## config.mk

```make
export PLATFORM = sky130hd
export DESIGN_NAME = met_front_flat
export DESIGN_NICKNAME = d
export VERILOG_FILES = /design/src/hw/rtl/met_pkg.sv /design/src/hw/rtl/met_if.sv /design/src/hw/rtl/met_front.sv /design/src/flat_wrapper.sv
export SDC_FILE = /design/constraint.sdc
export NUM_CORES = 2
export LEC_CHECK = 0
export ABC_AREA = 0
export BUFFER_PORTS_ARGS = -buffer_cell sky130_fd_sc_hd__buf_4
export CAP_MARGIN = 15
export CELL_PAD_IN_SITES_DETAIL_PLACEMENT = 0
export CELL_PAD_IN_SITES_GLOBAL_PLACEMENT = 1
export CORE_ASPECT_RATIO = 0.8
export CORE_MARGIN = 10
export CORE_UTILIZATION = 52
export CTS_CLUSTER_SIZE = 40
export DETAILED_ROUTE_END_ITERATION = 10
export PLACE_DENSITY = 0.94
export SLEW_MARGIN = 30
export SYNTH_ARGS = -nofsm -noshare
export SYNTH_HDL_FRONTEND = slang
export SYNTH_SLANG_ARGS = --single-unit
```

## constraint.sdc

```tcl
create_clock -name i_clk -period 14.8 [get_ports i_clk]
set_input_delay 1.48 -clock i_clk [delete_from_list [all_inputs] [get_ports i_clk]]
set_output_delay 1.48 -clock i_clk [all_outputs]
set_load 0.01 [all_outputs]
```

## src/hw/rtl/met_pkg.sv

```systemverilog
// shared types, constants and helpers of the mandelbrot escape-time block
package met_pkg;

    localparam int MAX_COLUMNS = 4096;
    localparam int MAX_ROWS    = 4096;
    localparam int FRAC_BITS   = 26;
    localparam int COUNT_BITS  = 16;

    localparam int COL_W     = 12;
    localparam int ROW_W     = 12;
    localparam int COORD_W   = 32;
    localparam int ITER_W    = 16;
    localparam int CFG_IDX_W = 3;
    localparam int CFG_DATA_W = 32;

    // squares of a coordinate after the fraction shift, always non-negative
    localparam int SQ_W = 2 * COORD_W - FRAC_BITS - 1;
    localparam logic [COUNT_BITS-1:0] CNT_MAX = {COUNT_BITS{1'b1}};

    localparam int QUEUE_DEPTH = 2;
    localparam int QPTR_W      = (QUEUE_DEPTH > 1) ? $clog2(QUEUE_DEPTH) : 1;
    localparam int QCNT_W      = $clog2(QUEUE_DEPTH + 1);

    // front register, queue, iterator and result register
    localparam int MAX_INFLIGHT = QUEUE_DEPTH + 3;
    localparam int PEND_W       = $clog2(MAX_INFLIGHT + 1);

    typedef enum logic [CFG_IDX_W-1:0] {
        CFG_MAX_ITER = 3'd0,
        CFG_X_ORIGIN = 3'd1,
        CFG_X_STEP   = 3'd2,
        CFG_Y_ORIGIN = 3'd3,
        CFG_Y_STEP   = 3'd4
    } t_cfg_idx;

    typedef enum logic [1:0] {
        ST_IDLE,
        ST_MUL,
        ST_TEST
    } t_iter_state;

    typedef struct packed {
        logic [ITER_W-1:0]  max_iter;
        logic [COORD_W-1:0] x_origin;
        logic [COORD_W-1:0] x_step;
        logic [COORD_W-1:0] y_origin;
        logic [COORD_W-1:0] y_step;
    } t_cfg;

    typedef struct packed {
        logic [COORD_W-1:0] re;
        logic [COORD_W-1:0] im;
    } t_coord;

    function automatic logic [COL_W-1:0] clamp_col(input logic [COL_W-1:0] col);
        logic [COL_W-1:0] res;
        res = col;
        if (32'(col) >= 32'(MAX_COLUMNS)) begin
            res = COL_W'(MAX_COLUMNS - 1);
        end
        return res;
    endfunction

    function automatic logic [ROW_W-1:0] clamp_row(input logic [ROW_W-1:0] row);
        logic [ROW_W-1:0] res;
        res = row;
        if (32'(row) >= 32'(MAX_ROWS)) begin
            res = ROW_W'(MAX_ROWS - 1);
        end
        return res;
    endfunction

endpackage

```

## src/hw/rtl/met_if.sv

```systemverilog
// request channel interfaces: pixel requests in, escape counts out
interface met_pix_if import met_pkg::*; ();
    logic             valid;
    logic             ready;
    logic [COL_W-1:0] column;
    logic [ROW_W-1:0] row;

    modport source (output valid, column, row, input ready);
    modport sink   (input valid, column, row, output ready);
endinterface


```

## src/hw/rtl/met_front.sv

```systemverilog
// front end: takes pixel requests and maps them to the complex point c
module met_front import met_pkg::*; (
    input  logic          i_clk,
    input  logic          i_rst_n,
    input  t_cfg          i_cfg,
    met_pix_if.sink       i_pix,
    output logic          o_coord_valid,
    output t_coord        o_coord,
    input  logic          i_coord_ready
);

    logic             r_valid;
    t_coord           r_coord;
    t_coord           n_coord;
    logic             accept;
    logic [COL_W-1:0] col;
    logic [ROW_W-1:0] row;

    assign i_pix.ready = !r_valid || i_coord_ready;
    assign accept      = i_pix.valid && i_pix.ready;

    always_comb begin
        col        = clamp_col(i_pix.column);
        row        = clamp_row(i_pix.row);
        n_coord.re = COORD_W'(COORD_W'(col) * i_cfg.x_step) + i_cfg.x_origin;
        n_coord.im = COORD_W'(COORD_W'(row) * i_cfg.y_step) + i_cfg.y_origin;
    end

    always_ff @(posedge i_clk) begin
        if (!i_rst_n) begin
            r_valid <= 1'b0;
        end else if (accept) begin
            r_valid <= 1'b1;
        end else if (i_coord_ready) begin
            r_valid <= 1'b0;
        end
    end

    always_ff @(posedge i_clk) begin
        if (accept) begin
            r_coord <= n_coord;
        end
    end

    assign o_coord_valid = r_valid;
    assign o_coord       = r_coord;

endmodule

```

## src/flat_wrapper.sv

```systemverilog
// flat-port wrapper written by rule: the top's interface ports become plain ports
module met_front_flat import met_pkg::*;
  (i_clk, i_rst_n, i_cfg, o_coord_valid, o_coord, i_coord_ready, i_pix_valid, i_pix_column, i_pix_row, i_pix_ready);
  met_pix_if i_pix_i ();
  input  logic i_clk;
  input  logic i_rst_n;
  input  t_cfg i_cfg;
  output logic o_coord_valid;
  output t_coord o_coord;
  input  logic i_coord_ready;
  input wire logic [$bits(i_pix_i.valid)-1:0] i_pix_valid;
  input wire logic [$bits(i_pix_i.column)-1:0] i_pix_column;
  input wire logic [$bits(i_pix_i.row)-1:0] i_pix_row;
  output wire logic [$bits(i_pix_i.ready)-1:0] i_pix_ready;
  assign i_pix_i.valid = i_pix_valid;
  assign i_pix_i.column = i_pix_column;
  assign i_pix_i.row = i_pix_row;
  assign i_pix_ready = i_pix_i.ready;
  met_front u_core (.i_clk(i_clk), .i_rst_n(i_rst_n), .i_cfg(i_cfg), .i_pix(i_pix_i), .o_coord_valid(o_coord_valid), .o_coord(o_coord), .i_coord_ready(i_coord_ready));
endmodule
```

==> flow_summary.ini <==
[global_routing]
grt_busiest_layer = met2
grt_antenna_before_repair = 0
use_met3_pct = 4.521
grt_usage_pct = 21.76
grt_pass1_wl_mm = 90.61
grt_overflow = 0
met2_usage_pct = 35.63
grt_pass1_vias = 18050
grt.met1_usage_pct = 29.10
grt_max_degree = 65

[route]
finalWirelength_mm = 53.31
route.antenna.remaining_nets = 0
routed_via_density = 5.213
wl_per_cell_um = 17.09
drt_iter0_drc = 902
drtPass1Iterations = 5
vias = 16270
drc = 0

[timing]
slew-limit-headroom_pct = 50.50
fmax_mhz = 140.3
layout_setup_ws_ps = 7671
period_minus_slack_ps = 7129
tns_ps = 0
finalHoldViolCount = 0
final.period_utilization_pct = 48.17
finalMaxSlewViolations = 0
clock_skew_ps = 6.291
worst_slew_pin_slew_ps = 736.2
finalSetupViolCount = 0
rsz0062_at_grt = no

[floorplanning]
die-area_um2 = 51270
start_util_pct = 52.70
die_y_um = 204.5
core_um2 = 42000
ios = 238
die_w_um = 250.7
rows = 67

[synth]
yosysSeqAreaShare_pct = 8.773
ys_ff_latch = 65
syn_avg_cell_area_um2 = 9.090
synthFlopType = edfxtp_1
synth.area.top_cells = fa_1 (48%), inv_1 (11%), edfxtp_1 (8.7%)
syn_inst = 2435
synth_top_area_share_pct = 48.48
synth_top_area_cell = fa_1
synth-edff-count = 64
synth_warnings = 0
synth_nets = 3251
async_flop_share_pct = 0
ys_types = 54
syn_area_um2 = 22130

[clock_network]
ctsResizeCount = 0
post_cts_buffers = 0
cts.sinks = 65
cts_max_path_buffers = 2
cts-hold-fix-buffers = 0
root_buffer = clkbuf_16
htree_levels = 3
cts_tree = yes
clk_pin_slew_worst_paths_ps = 60
clkLatencyLatePin_ps = 370
numCtsBuffers = 9

[placed_design]
io_buffers = 221
gp_congestion = 0.8907
dp_cells = 3102
post-dp-hpwl_mm = 44.34
dp_slack_ps = 7258

[layout]
fin_cells = 3120
drive_gt1_share_pct = 9.700
final_util_pct = 58.21
area_growth_syn_to_layout_pct = 10.46
nets = 3378

[run_status]
status = finished, final reports clean

[worst_setup_path]
worstSetupStartpoint = i_pix_column[0]
r2r-end = u_core.o_coord[44]
crit_type = input pin to flop
worstPathArrival_ps = 7250
regToRegSetupSlack_ps = 13340
rr_worst_depth = 3
r2r-start = u_core.o_coord_valid
end_kind = flop
critPathCapture = u_core.o_coord[62]
start_kind = input pin
worstPathRequired_ps = 14920
crit_fanout = 32

[run]
maxCapViolCount = 0

[min_path]
hold_class = flop to flop
## stage by stage
stage          cell area (µm²)  hold WS [ps]
6_report                 24450         586.3
5_1_grt                  24450         616.6
3_3_place_gp             24090         525.5
3_5_place_dp             24090         590.4
2_1_floorplan            22140         609.6
4_1_cts                  24420         601.5
## registers in the layout (all words and copies together) (netlist names)
name                  cells
u_core.o_coord           64
u_core.o_coord_valid      1
## cells by family (layout without fill, tap and decap cells)
| logic type | Yosys count | after routing | share of synthesized area, % |
|---|---|---|---|
| xor gates and xnor gates | 91 | 91 | 3.601 |
| DFF | 65 | 65 | 8.773 |
| buffers and inverters | 742 | 874 | 12.58 |
| and+or+nand+nor | 740 | 740 | 15.86 |
| muxes | 1 | 1 | 0.04522 |
| adders and majority gates | 644 | 644 | 54.58 |
| other | 0 | 1 | 0 |
| AOI/OAI and AO/OA | 152 | 152 | 4.562 |
## per-layer routing
layer  up-vias  wire [µm]  part of all wire (%)
met1      8322      22300                    42
li1       7253          -                     -
met5         -          0                     0
met3        67       4288                   8.0
met2       623      25650                    48
met4         0       1071                   2.0
## critical path, stage by stage
cell	delay [ps]
buf_4	360
nand2_1	140
fa_1	550
inv_1	50
fa_1	480
fa_1	520
fa_1	570
inv_1	50
fa_1	480
inv_1	40
ha_1	350
and3_1	270
and3_1	360
nand3_1	110
o22ai_1	440
o2111ai_1	260
a31oi_1	330
nor4_1	80
a311o_1	320
## worst min-delay path by stage
| stage | startpoint | depth (start not counted) | end |
|---|---|---|---|
| 2_1_floorplan | u_core.o_coord_valid | 2 | u_core.o_coord_valid |
| 3_3_place_gp | u_core.o_coord_valid | 2 | u_core.o_coord_valid |
| 3_5_place_dp | u_core.o_coord_valid | 2 | u_core.o_coord_valid |
| 4_1_cts | u_core.o_coord_valid | 2 | u_core.o_coord_valid |
| 5_1_grt | u_core.o_coord_valid | 2 | u_core.o_coord_valid |
| 6_report | u_core.o_coord_valid | 2 | u_core.o_coord_valid |
## placed cells by master (no fill, tap or decap), types with 2 or more instances in the layout
cell type,netlist,layout
and2_1,249,248
a21boi_0,2,2
and3_1,5,5
a31oi_1,7,7
nor2_1,34,34
o22ai_1,2,2
o31ai_1,3,3
buf_4,0,222
bufinv_16,0,2
a221oi_2,2,2
edfxtp_1,64,64
clkinvlp_4,0,2
a211o_1,5,5
xor2_1,17,17
a211oi_1,7,7
o21ai_0,24,24
nor4_1,2,2
fa_1,536,536
o21bai_1,7,7
or3_1,3,3
o21ai_1,9,9
inv_1,634,634
o21a_1,7,7
nor2b_1,10,10
nand4_1,2,2
a21o_1,16,16
a21oi_2,2,2
nand2b_1,6,6
nand3_1,5,5
nand2_1,408,408
o211ai_1,2,2
xnor2_1,74,74
clkbuf_16,0,9
inv_6,0,2
nor3_1,12,12
a311o_1,3,3
ha_1,108,108
a21oi_1,41,41
## cells in the mapped netlist (17+ instances only)
cell type    n
xor2_1      17
xnor2_1     74
ha_1       108
nor2_1      34
and2_1     249
edfxtp_1    64
a21oi_1     41
fa_1       536
nand2_1    408
o21ai_0     24
inv_1      634
clkbuf_1   107
## area by class of cell
class,instances,area (µm²)
antenna,1,2.502
sequential,65,1942
tap,552,690.7
clock inverter,7,101.3
fill,3630,17550
clock buffer,9,225.2
timing repair buffer,223,1694
inverter,635,2384
multi-input combinational,1628,17410
Power is left out: the tool's default activity adds up to more than one toggle a clock period on the data nets, which glitch-free logic cannot reach.
