==> config.mk <==
export PLATFORM = sky130hd
export DESIGN_NAME = met_queue
export DESIGN_NICKNAME = d
export VERILOG_FILES = /design/src/hw/rtl/met_pkg.sv /design/src/hw/rtl/met_queue.sv
export SDC_FILE = /design/constraint.sdc
export NUM_CORES = 1
export LEC_CHECK = 0
export BUFFER_PORTS_ARGS = -buffer_cell sky130_fd_sc_hd__clkbuf_2
export CORE_ASPECT_RATIO = 1.1
export CORE_MARGIN = 1
export CORE_UTILIZATION = 52
export CTS_CLUSTER_SIZE = 25
export DETAILED_ROUTE_END_ITERATION = 8
export MAX_ROUTING_LAYER = met4
export PLACE_DENSITY = 0.79
export SLEW_MARGIN = 20
export SYNTH_ARGS = -nofsm -noshare
export SYNTH_HDL_FRONTEND = slang
export SYNTH_SLANG_ARGS = --single-unit
==> constraint.sdc <==
create_clock -name i_clk -period 3.1 [get_ports i_clk]
set_input_delay 0.155 -clock i_clk [delete_from_list [all_inputs] [get_ports i_clk]]
set_output_delay 0.155 -clock i_clk [all_outputs]
set_load 0.05 [all_outputs]
==> src/hw/rtl/met_pkg.sv <==
// shared types, constants and helpers of the mandelbrot escape-time block
package met_pkg;

    localparam int MAX_COLUMNS = 4096;
    localparam int MAX_ROWS    = 4096;
    localparam int FRAC_BITS   = 26;
    localparam int COUNT_BITS  = 16;

    localparam int COL_W     = 12;
    localparam int ROW_W     = 12;
    localparam int COORD_W   = 32;
    localparam int ITER_W    = 16;
    localparam int CFG_IDX_W = 3;
    localparam int CFG_DATA_W = 32;

    // squares of a coordinate after the fraction shift, always non-negative
    localparam int SQ_W = 2 * COORD_W - FRAC_BITS - 1;
    localparam logic [COUNT_BITS-1:0] CNT_MAX = {COUNT_BITS{1'b1}};

    localparam int QUEUE_DEPTH = 2;
    localparam int QPTR_W      = (QUEUE_DEPTH > 1) ? $clog2(QUEUE_DEPTH) : 1;
    localparam int QCNT_W      = $clog2(QUEUE_DEPTH + 1);

    // front register, queue, iterator and result register
    localparam int MAX_INFLIGHT = QUEUE_DEPTH + 3;
    localparam int PEND_W       = $clog2(MAX_INFLIGHT + 1);

    typedef enum logic [CFG_IDX_W-1:0] {
        CFG_MAX_ITER = 3'd0,
        CFG_X_ORIGIN = 3'd1,
        CFG_X_STEP   = 3'd2,
        CFG_Y_ORIGIN = 3'd3,
        CFG_Y_STEP   = 3'd4
    } t_cfg_idx;

    typedef enum logic [1:0] {
        ST_IDLE,
        ST_MUL,
        ST_TEST
    } t_iter_state;

    typedef struct packed {
        logic [ITER_W-1:0]  max_iter;
        logic [COORD_W-1:0] x_origin;
        logic [COORD_W-1:0] x_step;
        logic [COORD_W-1:0] y_origin;
        logic [COORD_W-1:0] y_step;
    } t_cfg;

    typedef struct packed {
        logic [COORD_W-1:0] re;
        logic [COORD_W-1:0] im;
    } t_coord;

    function automatic logic [COL_W-1:0] clamp_col(input logic [COL_W-1:0] col);
        logic [COL_W-1:0] res;
        res = col;
        if (32'(col) >= 32'(MAX_COLUMNS)) begin
            res = COL_W'(MAX_COLUMNS - 1);
        end
        return res;
    endfunction

    function automatic logic [ROW_W-1:0] clamp_row(input logic [ROW_W-1:0] row);
        logic [ROW_W-1:0] res;
        res = row;
        if (32'(row) >= 32'(MAX_ROWS)) begin
            res = ROW_W'(MAX_ROWS - 1);
        end
        return res;
    endfunction

endpackage

==> src/hw/rtl/met_queue.sv <==
// small fifo of mapped points between the front end and the iterator
module met_queue import met_pkg::*; (
    input  logic   i_clk,
    input  logic   i_rst_n,
    input  logic   i_push_valid,
    output logic   o_push_ready,
    input  t_coord i_push_data,
    output logic   o_pop_valid,
    input  logic   i_pop_ready,
    output t_coord o_pop_data
);

    t_coord            r_mem [QUEUE_DEPTH];
    logic [QPTR_W-1:0] r_wr_ptr;
    logic [QPTR_W-1:0] r_rd_ptr;
    logic [QCNT_W-1:0] r_cnt;
    logic              push;
    logic              pop;

    assign o_push_ready = (r_cnt != QCNT_W'(QUEUE_DEPTH));
    assign o_pop_valid  = (r_cnt != '0);
    assign push         = i_push_valid && o_push_ready;
    assign pop          = o_pop_valid && i_pop_ready;
    assign o_pop_data   = r_mem[r_rd_ptr];

    function automatic logic [QPTR_W-1:0] ptr_inc(input logic [QPTR_W-1:0] p);
        return (p == QPTR_W'(QUEUE_DEPTH - 1)) ? '0 : p + 1'b1;
    endfunction

    always_ff @(posedge i_clk) begin
        if (!i_rst_n) begin
            r_wr_ptr <= '0;
            r_rd_ptr <= '0;
            r_cnt    <= '0;
        end else begin
            if (push) begin
                r_wr_ptr <= ptr_inc(r_wr_ptr);
            end
            if (pop) begin
                r_rd_ptr <= ptr_inc(r_rd_ptr);
            end
            if (push && !pop) begin
                r_cnt <= r_cnt + 1'b1;
            end else if (pop && !push) begin
                r_cnt <= r_cnt - 1'b1;
            end
        end
    end

    always_ff @(posedge i_clk) begin
        if (push) begin
            r_mem[r_wr_ptr] <= i_push_data;
        end
    end

endmodule

==> results.toml, run 1 <==
[global_routing]
antenna_found_initial = 0
grt_pass1_vias = 2946
grt_max_degree = 42
grtUsageTotal = 0.209
overflow = 0
grt_pass1_wl_um = 13800

[min_path]
whs_endpoint = "r_rd_ptr"
hold_path_class = "in2reg"
hold_start = "i_pop_ready"
holdPathStages = 4

[critical_path]
path_buf_inv = 2
end_kind = "output port"
reg2reg_from = "r_cnt[0]"
r2r_slack_ns = 1.17
crit_family = "flip-flops"
cp.required_ns = 2.94
critical_path_depth = 3
crit_path_max_incr_delay_ns = 0.71
cp_data_arrival_time_ns = 2.20
cp_cell_sequence = "buf_12, mux2_2, clkbuf_2"
critPathSlowestCell = "dfxtp_2"
reg2reg_to = "r_mem[1][19]"
critPathKind = "reg2out"
path_max_fanout = 41
critPathLaunchType = "flop"
r2r_cells = 3

[route]
vias = 2781
wl_per_cell_um = 16.6
vias_per_cell = 4.93
dr.pass1.iters = 4
wl_um = 9370
drc_errors = 0
detail-route-antenna-nets = 0
drt_iter0_markers = 99

[clock_tree]
cts_tree = "yes"
cts_max_path_buffers = 2
cts_buffers = 17
cts-resized-gates = 0
htreeDepth = 4
root_buffer = "clkbuf_8"
path_clk_slew_ns = 0.06
clk_latency_ns = 0.51
post-cts-setup-buffers = 0
clock_sinks = 133

[place]
portBuffers = 133
gp_congestion = 0.699
place_area_um2 = 5680
dp_hpwl_um = 5240
pre_cts_ws_ns = 1.19

[logic_synthesis]
yosys.area.top_type_share = 0.791
ys_types = 20
synth_cells = 223
synth_area_um2 = 4860
ys_seq_elements = 133
syn_area_per_cell_um2 = 21.8
yosys.area.top_type = "edfxtp_1"
synth_nets = 292
ys_seq_area_frac = 0.812
yosys-top-cells-area = "edfxtp_1 79%, mux2_2 15%, dfxtp_1 2.1%"
yosysWarningCount = 0

[layout]
n_antenna_cell = 0
layout.nets = 506
drive_gt1_frac = 0.527
postLayoutCellArea_um2 = 6930
final_util = 0.773
syn_to_final_growth_pct = 42.7

[run_status]
status = "completed"

[sta]
fin_setup_tns_ns = 0
rsz0062_at_grt = "false"
hold_viol = 0
skew_ns = 0.00987
setup_viol = 0
fin_ws_ns = 0.749
fin_crit_sh = 0.759
max_freq_mhz = 425
maxSlewViolCount = 0
tightest_slew_ns = 0.668
fin_crit_ns = 2.35
slew_headroom = 0.554

[power_and_ir_drop]
power.leakage_nw = 2.66
vdd_ir_drop_max_mv = 0.669
powerDensity_nw_per_um2 = 920

[job]
drv_cap = 0

[floorplan]
die_w_um = 94.2
pin_count = 134
fp.dieArea_um2 = 9730
start_util = 0.542
coreArea_um2 = 8960
rows = 36
die_h_um = 103
[cells in the final DEF (no fill, tap or decap), drive strengths merged, types with 2 or more instances in the layout]
| master | Yosys | layout |
|---|---|---|
| a21boi | 2 | 2 |
| and2 | 4 | 4 |
| buf | 7 | 3 |
| bufinv | 0 | 3 |
| clkbuf | 0 | 150 |
| clkinv | 0 | 5 |
| clkinvlp | 0 | 5 |
| dfxtp | 5 | 5 |
| dlygate4sd3 | 0 | 66 |
| edfxtp | 128 | 128 |
| inv | 1 | 3 |
| mux2 | 64 | 64 |
| o21ai | 2 | 2 |
| xnor2 | 2 | 2 |
[metrics by stage]
stage | cells | total power, mW | hold WS, ns
after detailed placement | 466 | 4.39 | 0.347
final | 564 | 6.38 | 0.172
after floorplan | 223 | 3.96 | 0.254
after CTS | 564 | 6.41 | 0.130
after global routing | 564 | 6.60 | 0.165
after global placement | 466 | 4.36 | 0.345
[worst max path at each step]
stage	to	from
global placement	r_mem[1][36]	r_cnt[0]
global route	o_pop_data[21]	flop
CTS	o_pop_data[21]	flop
floorplan	r_mem[1][0]	r_cnt[0]
finish	o_pop_data[21]	flop
detailed placement	r_mem[1][44]	r_cnt[0]
[tightest hold or removal path: stages]
cell	delay, ns
clkbuf_2	0.09
o21ai_1	0.11
xnor2_1	0.17
and2_1	0.12
[timing repair]
action	in CTS	in global routing
setup endpoints to repair	0	0
hold buffers	66	0
endpoints found under the hold margin	133	0
[where the power goes]
| part | switching (mW) | internal [mW] |
|---|---|---|
| sequential | 0.111 | 2.25 |
| combinational | 1.44 | 0.624 |
| clock | 0.731 | 1.23 |
| total | 2.28 | 4.10 |
[registers in the layout, indices dropped and copies added, names as in the netlist, named ones only]
register	flops
r_mem	128
r_rd_ptr	1
r_wr_ptr	1
r_cnt	2
[kinds of logic after synthesis]
group,Yosys count,share of synthesized area
AO/OA/AOI/OAI,5,0.00721
buffers and inverters,8,0.0111
flip-flops,133,0.812
AND/OR/NAND/NOR,9,0.0134
adder cells (fa/ha/maj),1,0.00258
multiplexers,64,0.148
XOR/XNOR,3,0.00541
[layer usage]
layer | wire length, um | vias up | global-route usage
li1 | - | 1320 | -
met1 | 3550 | 1350 | 0.207
met2 | 5320 | 99 | 0.377
met3 | 363 | 12 | 0.0592
met4 | 136 | 0 | 0.0982
met5 | 0 | - | -
[synth_stat cells]
| cell | count |
|---|---|
| edfxtp_1 | 128 |
| mux2_2 | 64 |
| buf_4 | 6 |
| dfxtp_1 | 5 |
| and2_1 | 4 |
| xnor2_1 | 2 |
| a21bo_2 | 1 |
| a21boi_0 | 1 |
| a21boi_1 | 1 |
| and3_1 | 1 |
| buf_2 | 1 |
| ha_1 | 1 |
| inv_1 | 1 |
| nand2b_4 | 1 |
| nand3b_1 | 1 |
| o21ai_0 | 1 |
| o21ai_1 | 1 |
| or2_2 | 1 |
| or3_1 | 1 |
| xor2_1 | 1 |
[cell type report]
class                   instances  area (um2)
repair buffers                202        1390
clock buffers                  17         414
fillers                       507        2030
inverters                       1        3.75
flip-flops and latches        133        3950
well taps                     114         143
clock inverters                15         180
multi-input cells              82         861
No activity file was read; power rests on OpenSTA's default activity.
==> run 2, diff against run 1 <==
Settings changed: ABC_AREA set to 1.
Clock period 3.1 ns to 2.25 ns, I/O delays scaled along.
==> run 2 against run 1 <==
Power grew 39%. Clock power grew 35%. Worst setup slack lost 0.51 ns. Combinational power grew 43%. Non-clock buffer count grew 4. Die area grew 6.1%. Clock-buffer cell count is the same. Critical path depth is the same. Via count grew 2.2%. Cell area grew 4.0%. Cell count grew 3.5%. Critical endpoint is now o_pop_data[49].
==> results.toml, run 2 <==
[logic_synthesis]
ys_seq_elements = 133
yosys.area.top_type = "edfxtp_1"
synth_area_um2 = 5160
synth_nets = 305
synthTopCellsByCount = "128 x edfxtp_1, 60 x mux2_4, 9 x nand2_1"
yosys-top-cells-area = "edfxtp_1 74%, mux2_4 17%, buf_12 2.3%"
ys_types = 15
synth_most_common_cell = "edfxtp_1"
ys_async_sr_fraction = 0
synth-main-ff-cell = "edfxtp_1"
ys_seq_area_frac = 0.764
synth-edff-count = 128
synth_cells = 236
yosysWarningCount = 0
syn_area_per_cell_um2 = 21.9
yosys.area.top_type_share = 0.745

[sta]
hold_viol = 0
fin_crit_ns = 2.01
maxSlewViolCount = 0
max_freq_mhz = 496
slew_headroom = 0.794
setup_viol = 0
rsz0062_at_grt = "false"
fin_setup_tns_ns = 0
fin_crit_sh = 0.895
tightest_slew_ns = 0.309
skew_ns = 0.00622

[layout]
postLayoutCellArea_um2 = 7210
syn_to_final_growth_pct = 39.7
top_regs = "r_mem: 128 flops, r_cnt: 2 flops"
largest_register_ffs = 128
layout.nets = 523
layout_commonest_cell = "clkbuf_2"
n_antenna_cell = 0
drive_gt1_frac = 0.505
layout_common_cells = "133 x clkbuf_2, 128 x edfxtp_1, 66 x dlygate4sd3_1"
top_register = "r_mem"

[power_and_ir_drop]
power.leakage_nw = 2.92
vdd_ir_drop_max_mv = 0.788
powerDensity_nw_per_um2 = 1230

[clock_tree]
postCtsHoldBufs = 66
clk_latency_ns = 0.53
path_clk_slew_ns = 0.06
cts_max_path_buffers = 2
htreeDepth = 4
post-cts-setup-buffers = 0
cts_tree = "yes"
cts_buffers = 17
root_buffer = "clkbuf_8"
clock_sinks = 133
cts-resized-gates = 0

[place]
dp_hpwl_um = 5450
place_area_um2 = 5970
portBuffers = 133
gp_congestion = 0.670

[job]
drv_cap = 0

[floorplan]
die_w_um = 97.0
rows = 37
coreArea_um2 = 9490
die_h_um = 106
fp.dieArea_um2 = 10300
pin_count = 134
start_util = 0.544

[min_path]
hold_start = "i_push_valid"
hold_path_class = "in2reg"

[critical_path]
end_kind = "output port"
cp_data_arrival_time_ns = 1.90
critPathKind = "reg2out"
path_max_fanout = 17
cp.required_ns = 2.14
reg2reg_from = "r_cnt[0]"
critPathLaunchType = "flop"

[global_routing]
antenna_found_initial = 0
grtUsageTotal = 0.197
grt_pass1_vias = 3011
overflow = 0
grt_pass1_wl_um = 14500
grt_max_degree = 46

[route]
dr.pass1.iters = 4
vias_per_cell = 4.87
wl_per_cell_um = 16.0
drc_errors = 0
wl_um = 9340
drt_iter0_markers = 70
vias = 2843
detail-route-antenna-nets = 0

[run_status]
status = "completed"
run 2: cell types whose count changed in the layout (fill, tap and decap cells not counted), moves of 2 or more:
cell,delta
nand2_1,+8
clkinv_1,+3
mux2_4,+60
xnor2_1,-2
and2_1,-4
nor2_1,+6
mux2_2,-60
clkinv_4,-2
nor2_4,+2
inv_1,+8
buf_4,+3
run 2: path summary, 6_finish.rpt:
path	endpoint	slack, ns	depth (start not counted)
setup / recovery	o_pop_data[49]	0.24	3
hold / removal	r_wr_ptr	0.1	4
setup reg to reg	r_cnt[1]	0.66	10
hold reg to reg	r_rd_ptr	0.51	2
run 2: power by group:
group	leakage, nW	total (mW)	switching (mW)	internal (mW)
Clock	0.270	2.65	0.982	1.67
Sequential	1.24	3.25	0.119	3.13
Combinational	1.42	2.95	1.97	0.979
run 2: cell type report:
| class | count | area [um2] |
|---|---|---|
| Fill cell | 516 | 2280 |
| Clock inverter | 15 | 163 |
| Tap cell | 117 | 146 |
| Clock buffer | 17 | 414 |
| Timing Repair Buffer | 206 | 1430 |
| Sequential cell | 133 | 3950 |
| Multi-Input combinational cell | 88 | 1080 |
| Inverter | 8 | 30.0 |
run 2: logic make-up after synthesis:
kind of cell,count (synthesis),share of synthesized area
DFF,133,0.764
muxes,64,0.183
and+or+nand+nor,19,0.0145
buffers and inverters,15,0.0313
AOI/OAI and AO/OA,4,0.00436
adders and majority gates,1,0.00242
run 2: worst max-delay path, stage by stage, from the launching register on:
cell and delay [ns]:
dfxtp_4 0.43, buf_4 0.33, mux2_2 0.38, clkbuf_2 0.24
run 2: layer usage:
layer | up-vias | GRT usage | wire length [um]
met1 | 1379 | 0.214 | 3840
li1 | 1348 | - | -
met5 | - | - | 0
met3 | 15 | 0.0625 | 496
met2 | 101 | 0.330 | 4820
met4 | 0 | 0.0959 | 184
run 2: through the flow:
stage                     hold slack [ns]  utilization  setup slack, ns  power [mW]  std cells
final                              0.0975        0.760            0.235        8.86        584
after detailed placement            0.306        0.629            0.668        6.17        486
after floorplan                     0.211            -           0.0741        5.68        236
after CTS                          0.0761        0.760            0.203        8.92        584
after global routing                0.104        0.760            0.150        9.18        584
after global placement              0.302        0.629            0.786        6.12        486
==> run 3, diff against run 2 <==
Settings changed: ABC_AREA 1 to not set.
==> run 3 against run 2 <==
Via count shrank 3.0%. Global-route usage grew 0.73 points. Maximum frequency grew 1.8%. Power shrank 1.4%. Largest cell class unchanged. Sequential cell count is the same. Wire length shrank 2.1%. Clock power is essentially flat. Core utilization grew 1.4 points. Sequential share of layout area grew 2.1 points. Non-clock buffer count shrank 1. Critical path type unchanged.
==> results.toml, run 3 (synthesis results as in run 1) <==
[layout]
postLayoutCellArea_um2 = 6930
final_util = 0.773
drive_gt1_frac = 0.528
top_regs = "r_mem: 128 flops, r_cnt: 2 flops"
largest_register_ffs = 128
stdcell_count = 567
layout.nets = 509
layout_common_cells = "133 x clkbuf_2, 128 x edfxtp_1, 66 x dlygate4sd3_1"
layout_commonest_cell = "clkbuf_2"
top_register = "r_mem"
syn_to_final_growth_pct = 42.7
multi_input_area_um2 = 861
seqCellArea_um2 = 3950
fillers = 524
n_antenna_cell = 0

[sta]
max_freq_mhz = 505
fin_ws_ns = 0.271
fin_crit_ns = 1.98
whs_ns = 0.0756
fin_crit_sh = 0.880
rsz0062_at_grt = "false"
fin_setup_tns_ns = 0
slew_headroom = 0.675
skew_ns = 0.00784
hold_viol = 0
setup_viol = 0
tightest_slew_ns = 0.488
maxSlewViolCount = 0

[critical_path]
end_kind = "output port"
cp_cell_sequence = "buf_4, mux2_2, clkbuf_2"
cp_data_arrival_time_ns = 1.87
cp.required_ns = 2.14
critical_path_depth = 3
crit_family = "buffers and inverters"
crit_path_max_incr_delay_ns = 0.41
critPathKind = "reg2out"
critPathLaunchType = "flop"
path_buf_inv = 2
r2r_cells = 4
critPathSlowestCell = "mux2_2"
path_max_fanout = 34

[floorplan]
rows = 36
die_w_um = 94.2
start_util = 0.542
pin_count = 134
die_h_um = 103
coreArea_um2 = 8960
fp.dieArea_um2 = 9730

[place]
place_area_um2 = 5690
portBuffers = 133
gp_congestion = 0.670
dp_cells = 469
pre_cts_ws_ns = 0.532
dp_hpwl_um = 5250

[global_routing]
overflow = 0
grt_pass1_vias = 2855
grt_max_degree = 38
grt_pass1_wl_um = 13700
grtUsageTotal = 0.204
antenna_found_initial = 0

[clock_tree]
clock_sinks = 133
cts_tree = "yes"
clk_latency_ns = 0.50
root_buffer = "clkbuf_8"
path_clk_slew_ns = 0.05
htreeDepth = 4
cts_max_path_buffers = 2
post-cts-setup-buffers = 0
postCtsHoldBufs = 66
cts-resized-gates = 0
cts_buffers = 17

[route]
drc_errors = 0
dr.pass1.iters = 4
vias = 2759
vias_per_cell = 4.87
wl_um = 9150
wl_per_cell_um = 16.1
detail-route-antenna-nets = 0
drt_iter0_markers = 157

[power_and_ir_drop]
internal_power_mw = 5.64
p_switching_mw = 3.10
seqPwrFrac = 0.365
power.leakage_nw = 2.67
pwr-share-clk = 0.303
finalPower_mw = 8.73
vdd_ir_drop_max_mv = 0.782
powerDensity_nw_per_um2 = 1260
combPwrFrac = 0.332
p_sw_frac = 0.355

[run_status]
status = "completed"

[job]
drv_cap = 0

[min_path]
hold_path_class = "in2reg"
holdPathStages = 4
## run 3: cell types whose count changed in the layout (fill, tap and decap cells not counted), moves of 2 or more
| cell | before | now |
|---|---|---|
| buf_12 | 4 | 2 |
| xnor2_1 | 0 | 2 |
| clkinv_1 | 4 | 1 |
| nand2_1 | 8 | 0 |
| nor2_1 | 6 | 0 |
| clkinv_2 | 2 | 4 |
| mux2_2 | 4 | 64 |
| mux2_4 | 60 | 0 |
| and2_1 | 0 | 4 |
| nor2_4 | 2 | 0 |
| inv_1 | 8 | 0 |
## run 3: routing by layer
layer | up-vias | share of wire | track usage
li1 | 1316 | - | -
met1 | 1333 | 0.40 | 0.221
met2 | 100 | 0.55 | 0.348
met3 | 10 | 0.047 | 0.0636
met4 | 0 | 0.0097 | 0.0899
met5 | - | 0 | -
## run 3: power groups by stage
stage | combinational, mW | clock [mW] | sequential [mW]
finish | 2.90 | 2.64 | 3.19
global route | 3.05 | 2.79 | 3.22
CTS | 2.92 | 2.68 | 3.19
detailed placement | 2.82 | 0 | 3.24
global placement | 2.80 | 0 | 3.21
floorplan | 2.25 | 0 | 3.21
## run 3: layout make-up
class,count,area share
Multi-Input combinational cell,82,0.124
Timing Repair Buffer,205,0.201
Clock buffer,18,0.0603
Sequential cell,133,0.569
Clock inverter,14,0.0233
Inverter,1,0.00108
Tap cell,114,0.0206
## run 3: final timing paths
kind	startpoint	end	slack, ns
worst max-delay path	flop	o_pop_data[33]	0.27
worst min register to register	r_cnt[1]	r_cnt[1]	0.57
worst min-delay path	i_pop_ready	r_rd_ptr	0.08
worst max register to register	r_cnt[0]	r_mem[0][31]	0.52
## run 3: worst reg2reg max path, stage by stage, from the launching register on
cell and delay, ns:
dfxtp_1 0.36, nand2b_4 0.18, nand3b_1 0.15, clkinvlp_4 0.42, buf_12 0.34
